[config.mk]
export PLATFORM = sky130hd
export DESIGN_NAME = stmc_queue
export DESIGN_NICKNAME = d
export VERILOG_FILES = /design/src/sv/sorted_table_membership_count_macros.svh /design/src/sv/stmc_pkg.sv /design/src/sv/stmc_queue.sv
export SDC_FILE = /design/constraint.sdc
export NUM_CORES = 1
export LEC_CHECK = 0
export BUFFER_PORTS_ARGS = -buffer_cell sky130_fd_sc_hd__buf_4
export CORE_ASPECT_RATIO = 1.2
export CORE_MARGIN = 1.5
export CORE_UTILIZATION = 30
export DETAILED_ROUTE_END_ITERATION = 8
export GPL_TIMING_DRIVEN = 0
export PLACE_DENSITY_LB_ADDON = 0.15
export SETUP_SLACK_MARGIN = 0.1
export SLEW_MARGIN = 20
export SYNTH_ARGS = -nofsm -noshare
export SYNTH_HDL_FRONTEND = slang
export SYNTH_SLANG_ARGS = --single-unit
export TNS_END_PERCENT = 30
[constraint.sdc]
create_clock -name clock -period 4.5 [get_ports clock]
set_clock_uncertainty 0.15 [all_clocks]
set_input_delay 1.125 -clock clock [delete_from_list [all_inputs] [get_ports clock]]
set_output_delay 1.125 -clock clock [all_outputs]
set_load 0.02 [all_outputs]
[src/sv/sorted_table_membership_count_macros.svh]
// assertion macros for the sorted table membership counter
// used by the top level only; no other dependencies
`ifndef SORTED_TABLE_MEMBERSHIP_COUNT_MACROS_SVH
`define SORTED_TABLE_MEMBERSHIP_COUNT_MACROS_SVH

`ifndef SYNTHESIS

// same-cycle implication, disabled during reset
`define STMC_ASSERT_IMPLY(name, clk, rst, ante, cons) \
   name: assert property (@(posedge clk) disable iff (rst) (ante) |-> (cons)) \
      else $error("stmc assertion failed");

// next-cycle implication, disabled during reset
`define STMC_ASSERT_NEXT(name, clk, rst, ante, cons) \
   name: assert property (@(posedge clk) disable iff (rst) (ante) |=> (cons)) \
      else $error("stmc assertion failed");

`else

`define STMC_ASSERT_IMPLY(name, clk, rst, ante, cons)
`define STMC_ASSERT_NEXT(name, clk, rst, ante, cons)

`endif

`endif

[src/sv/stmc_pkg.sv]
// shared types and constants for the sorted table membership counter
// no dependencies
package stmc_pkg;

   localparam int TABLE_DEPTH = 1024;
   localparam int IDX_W       = $clog2(TABLE_DEPTH);
   localparam int LEN_W       = IDX_W + 1;
   localparam int VALUE_W     = 32;
   localparam int COUNT_W     = 32;
   localparam int OP_W        = 2;
   localparam int QUEUE_DEPTH = 4;
   localparam int QPTR_W      = $clog2(QUEUE_DEPTH);

   localparam logic [OP_W-1:0]    OP_LOAD   = 2'd0;
   localparam logic [OP_W-1:0]    OP_QUERY  = 2'd1;
   localparam logic [OP_W-1:0]    OP_CLEAR  = 2'd2;
   localparam logic [COUNT_W-1:0] COUNT_MAX = '1;

   typedef struct packed {
      logic [OP_W-1:0]           op;
      logic signed [VALUE_W-1:0] value;
   } req_type;

   typedef struct packed {
      logic               found;
      logic [COUNT_W-1:0] hit_count;
   } rsp_type;

   typedef enum logic [1:0] {
      CMD_LOAD,
      CMD_QUERY,
      CMD_CLEAR
   } cmd_type;

   typedef struct packed {
      cmd_type                   cmd;
      logic signed [VALUE_W-1:0] value;
   } task_type;

   typedef struct packed {
      logic full;
      logic empty;
   } queue_status_type;

   typedef enum logic [1:0] {
      ST_IDLE,
      ST_READ,
      ST_COMPARE
   } state_type;

endpackage

[src/sv/stmc_queue.sv]
// short fifo of decoded work between the front end and the search engine
// depends on stmc_pkg
module stmc_queue (
   input  logic                       clock,
   input  logic                       reset,
   input  logic                       push,
   input  stmc_pkg::task_type         push_entry,
   input  logic                       pop,
   output stmc_pkg::task_type         pop_entry,
   output stmc_pkg::queue_status_type q_status
);
   import stmc_pkg::*;

   task_type            slot_ff [QUEUE_DEPTH];
   logic [QPTR_W-1:0]   wr_ptr_ff;
   logic [QPTR_W-1:0]   wr_ptr_in;
   logic [QPTR_W-1:0]   rd_ptr_ff;
   logic [QPTR_W-1:0]   rd_ptr_in;
   logic [QPTR_W:0]     count_ff;
   logic [QPTR_W:0]     count_in;
   logic                do_push;
   logic                do_pop;

   assign q_status.full  = (count_ff == (QPTR_W+1)'(QUEUE_DEPTH));
   assign q_status.empty = (count_ff == '0);
   assign pop_entry      = slot_ff[rd_ptr_ff];

   assign do_push = push && !q_status.full;
   assign do_pop  = pop && !q_status.empty;

   always_comb begin
      wr_ptr_in = do_push ? wr_ptr_ff + 1'b1 : wr_ptr_ff;
      rd_ptr_in = do_pop  ? rd_ptr_ff + 1'b1 : rd_ptr_ff;
      count_in  = count_ff;
      if (do_push && !do_pop) begin
         count_in = count_ff + 1'b1;
      end else if (do_pop && !do_push) begin
         count_in = count_ff - 1'b1;
      end
   end

   always_ff @(posedge clock) begin
      if (reset) begin
         wr_ptr_ff <= '0;
         rd_ptr_ff <= '0;
         count_ff  <= '0;
      end else begin
         wr_ptr_ff <= wr_ptr_in;
         rd_ptr_ff <= rd_ptr_in;
         count_ff  <= count_in;
      end
   end

   always_ff @(posedge clock) begin
      if (do_push) begin
         slot_ff[wr_ptr_ff] <= push_entry;
      end
   end

endmodule

== Word-level counts from Yosys, hierarchy flattened ==
Memory sizes are Yosys's and may differ from the RTL's. A register that Yosys moved wholly into a read port is not among the register bits.
Cells that the tools add are included.

* Divide/modulo/power cells: 0
* Bitwise operators: 0
* Shifts and indexed selects: 0
* Equal/unequal tests: 1
* Muxes and demuxes: 6
* Multipliers: 0
* Reduce and logical (&&, ||, !) cells: 10
* Order comparisons: 0
* Add/subtract/negate cells: 4

{| class="wikitable"
|+ Operators with widths
! kind !! number
|-
| $mux W3 || 2
|-
| $add A2 B1 Y2 const B || 2
|-
| $logic_and A1 B1 Y1 || 4
|-
| $logic_not A1 Y1 || 4
|-
| $mux W2 || 2
|-
| $add A3 B1 Y3 const B || 1
|-
| $eq A3 B3 Y1 const B || 1
|-
| $logic_not A3 Y1 || 1
|-
| $sub A3 B1 Y3 const B || 1
|-
| $mux W1 || 2
|-
| $reduce_bool A2 Y1 || 1
|}

* Bits in latches: 0
* Bits in writable memories: 136
* ROM bits: 0
* Flip-flop bits (word level): 7
* Input port bits: 38
* Memories kept: 1

{| class="wikitable"
|+ Memory list
! memory !! depth !! bits a word !! read ports !! clocked after Yosys merged registers in !! write ports !! line !! source
|-
| slot_ff || 4 || 34 || 1 || 1 || 1 || stmc_queue.sv:14 || <nowiki>task_type slot_ff [QUEUE_DEPTH];</nowiki>
|}

== Longest topological paths before layout ==
* Word-level depth: 7
* Mapped depth: 8
* Depth with buffers taken out: 8

== Least setup slack after synthesis ==
OpenSTA, ideal clock, no wires.

* Path kind: input -> register
* From: in push
* To: mem slot_ff[0][0] (netlist name), enable pin
* Arrival time: 2230 ps
* Library setup time: 394 ps
* Cell stages on the path: 3
* Slack: 1726 ps
* Cell sequence: inv_1 nor2_2 and2_1

* Cells in the longest elaborated chain, start to end: 3

{| class="wikitable"
|+ Ends and longest elaborated chain
! element !! line !! source
|-
| from (decl) || stmc_queue.sv:6 || <nowiki>input logic push,</nowiki>
|-
| $logic_and A1 B1 Y1 || stmc_queue.sv:28 || <nowiki>assign do_push = push && !q_status.full;</nowiki>
|-
| via do_push || stmc_queue.sv:21 || <nowiki>logic do_push;</nowiki>
|-
| $mux W1 || stmc_queue.sv:55 || <nowiki>if (do_push) begin</nowiki>
|-
| $mux W1 (implied by the code) || stmc_queue.sv:56 || <nowiki>slot_ff[wr_ptr_ff] <= push_entry;</nowiki>
|-
| to (decl) || stmc_queue.sv:14 ||
|}

The timed path passes the listed nets, and every way through them passes these cells.

==> flow_summary_export.csv <==
group,metric,value,unit
yosys,synth-seq-area-share,78.8,%
routing,wl,10100,um
global_route,globalRouteOverflowTotal,0,
power_and_ir_drop,pwr-share-clk,35.7,%
clocking,hold_buffers,0,
timing,max_clock_freq,325,MHz
worst_setup_path,timing.rr.start,"count_ff[0]$_SDFFE_PP0P_",
worst_setup_path,cp_max_fo,10,
outcome,status,"finished, final reports clean",
yosys,avgSynthCellArea,23.9,um^2
power_and_ir_drop,peakVddDrop,0.246,mV
worst_setup_path,critical_path_arrival,1.80,ns
layout,layout_common_cells,"edfxtp_1 (136), buf_4 (72), mux4_2 (34)",
timing,setup-tns-final,0,ns
power_and_ir_drop,p_seq_share,38.6,%
floorplan,core-area,17600,um^2
floorplan,io_pins,74,
clocking,cts.htree.levels,4,
worst_setup_path,endpoint_kind,"output port",
timing,setup_viol,0,
clocking,clkTransAtPathRegs,0.05,ns
layout,fin_nets,365,
placed_design,dpl.hpwl,6180,um
routing,avgViaCountPerCell,4.50,
hold_path,hold-path-cell-count,2,
floorplan,initial_core_util,30.8,%
placed_design,gp_congestion,0.623,
placed_design,portBuffers,72,
layout,final_common_cell,"edfxtp_1",
floorplan,rows,53,
timing,rsz0062_at_grt,"no",
floorplan,die_x,126,um
worst_setup_path,required,3.22,ns
layout,ff_latch_area,4260,um^2
hold_path,hold_end,"wr_ptr_ff[1]$_SDFFE_PP0P_",
power_and_ir_drop,p_int,3.21,mW
clocking,cts_tree,"done",
hold_path,holdCritStartpoint,"wr_ptr_ff[1]$_SDFFE_PP0P_",
power_and_ir_drop,power.density,621,nW/um^2
power_and_ir_drop,p_leak,2.38,nW
yosys,syn_nets,270,
worst_setup_path,rr_worst_depth,8,
routing,wl_per_cell,18.1,um
routing,ant_nets,0,
timing,hold_viol,0,
clocking,clock-root-buffer,"clkbuf_16",
global_route,grt_use_total,11.6,%
worst_setup_path,start_kind,"register",
timing,slew_headroom,63.6,%
routing,dr_total_vias,2494,
layout,drive_gt1_share,45.2,%
global_route,first_global_vias,2684,
layout,multi_input_area,1040,um^2
power_and_ir_drop,p_sw,1.12,mW
clocking,cts_sinks,145,
timing,tightest_slew,0.546,ns
hold_path,hp-class,"register to register",
power_and_ir_drop,p_comb_share,25.7,%
timing,finalCritPeriodShare,68.3,%
routing,drtIter0Drc,147,
routing,post-route-drc-count,0,
timing,period_minus_slack,3.07,ns
timing,timing.final.max_slew_violations,0,
yosys,syn_inst,226,
clocking,cts_max_path_buffers,2,
floorplan,die-area,18900,um^2
clocking,cts_buffers,17,
floorplan,die_y,150,um
power_and_ir_drop,switching_share,25.9,%
yosys,synth_seq_cells,145,
routing,first_pass_iters,4,
clocking,postCtsSetupBuffers,0,
global_route,grt_max_degree,24,
worst_setup_path,r2r_slack,2.17,ns
timing,finalHoldWorstSlack,0.369,ns
run,cap_violations,0,
yosys,synth_area,5410,um^2
yosys,synth_cell_types,24,
yosys,ys_warn_count,0,
layout,area_growth,28.8,%
clocking,cts-resized-gates,0,
worst_setup_path,timing.rr.end,"count_ff[2]$_SDFFE_PP0P_",
layout,diodes,0,
clocking,worstSkewPairLatency,0.41,ns
worst_setup_path,critPathKind,"register to output port",
layout,fillers,1580,
global_route,grt_pass1_wl,15600,um
global_route,antenna_found_initial,0,
## critical path: stages (launching register included)
cell and delay (ns):
dfxtp_1 0.30, clkbuf_2 0.21, buf_2 0.33, mux4_2 0.37
buf_4 0.17
## logic make-up (layout without fill, tap and decap cells)
| family | after synthesis | count (layout) | synth area share [%] |
|---|---|---|---|
| compound gates | 6 | 6 | 0.763 |
| xor+xnor | 4 | 4 | 0.647 |
| fa+ha+maj | 6 | 6 | 1.53 |
| buf+inv | 13 | 121 | 2.03 |
| flops | 145 | 145 | 78.8 |
| mux | 36 | 36 | 14.5 |
| simple gates | 16 | 16 | 1.71 |
## Yosys cell counts, drive strengths merged
| cell | count | area (um^2) |
|---|---|---|
| mux2i | 2 | 20.0 |
| ha | 5 | 62.6 |
| xor2 | 4 | 35.0 |
| o311ai | 1 | 8.76 |
| dfxtp | 9 | 180 |
| and2 | 4 | 25.0 |
| mux4 | 34 | 766 |
| a21oi | 2 | 10.0 |
| or3 | 2 | 12.5 |
| o21ai | 2 | 10.0 |
| nor3b | 1 | 12.5 |
| nor2 | 6 | 25.0 |
| clkbuf | 2 | 8.75 |
| edfxtp | 136 | 4080 |
| fa | 1 | 20.0 |
| nand2b | 2 | 12.5 |
| o31ai | 1 | 12.5 |
| buf | 7 | 86.3 |
| nor3 | 1 | 5.00 |
| inv | 4 | 15.0 |
## through the flow
step / cell area (um^2) / utilization (%) / worst slack (ns) / cells / total power [mW]
6_report: 6970 / 39.7 / 1.43 / 554 / 4.33
5_1_grt: 6970 / 39.7 / 1.32 / 554 / 4.51
4_1_cts: 6970 / 39.7 / 1.37 / 554 / 4.40
3_5_place_dp: 6320 / 36.0 / 1.52 / 522 / 2.84
3_3_place_gp: 6230 / 35.4 / 0.768 / 518 / 2.82
2_1_floorplan: 5410 / - / 1.73 / 226 / 2.42
## flip-flops by register name, indices dropped and copies added (netlist names), named ones only
signal     cells
wr_ptr_ff      2
slot_ff      136
rd_ptr_ff      2
count_ff       3
## layer usage
metal / up-vias / share of wire (%) / GRT usage (%)
met5: - / 0 / 0
met4: 0 / 2.5 / 6.48
met3: 17 / 4.8 / 3.87
met2: 57 / 52 / 19.5
met1: 1290 / 40 / 13.1
li1: 1130 / - / -
## power by group through the flow
| stage | clock (mW) | sequential (mW) | combinational, mW |
|---|---|---|---|
| 2_1_floorplan | 0 | 1.69 | 0.725 |
| 3_3_place_gp | 0 | 1.70 | 1.12 |
| 3_5_place_dp | 0 | 1.70 | 1.14 |
| 4_1_cts | 1.58 | 1.67 | 1.15 |
| 5_1_grt | 1.62 | 1.68 | 1.20 |
| 6_report | 1.54 | 1.67 | 1.11 |
## worst max path at each step
| stage | start | end | slack (ns) | cells past startpoint |
|---|---|---|---|---|
| floorplan | push | slot_ff[0][0]$_DFFE_PP_ | 1.73 | 3 |
| global placement | push | slot_ff[0][15]$_DFFE_PP_ | 0.77 | 4 |
| detailed placement | push | count_ff[2]$_SDFFE_PP0P_ | 1.52 | 9 |
| CTS | register | pop_entry[1] | 1.37 | 4 |
| global route | register | pop_entry[10] | 1.32 | 4 |
| finish | register | pop_entry[3] | 1.43 | 4 |
## layout make-up
class                           instances  area share [%]
Multi-Input combinational cell         68            15.0
Clock buffer                           20            6.27
Inverter                                4           0.215
Sequential cell                       145            61.2
Clock inverter                         12            3.05
Tap cell                              220            3.95
Buffer                                  9            1.36
Timing Repair Buffer                   76            9.01
No activity file was read; power rests on OpenSTA's default activity.
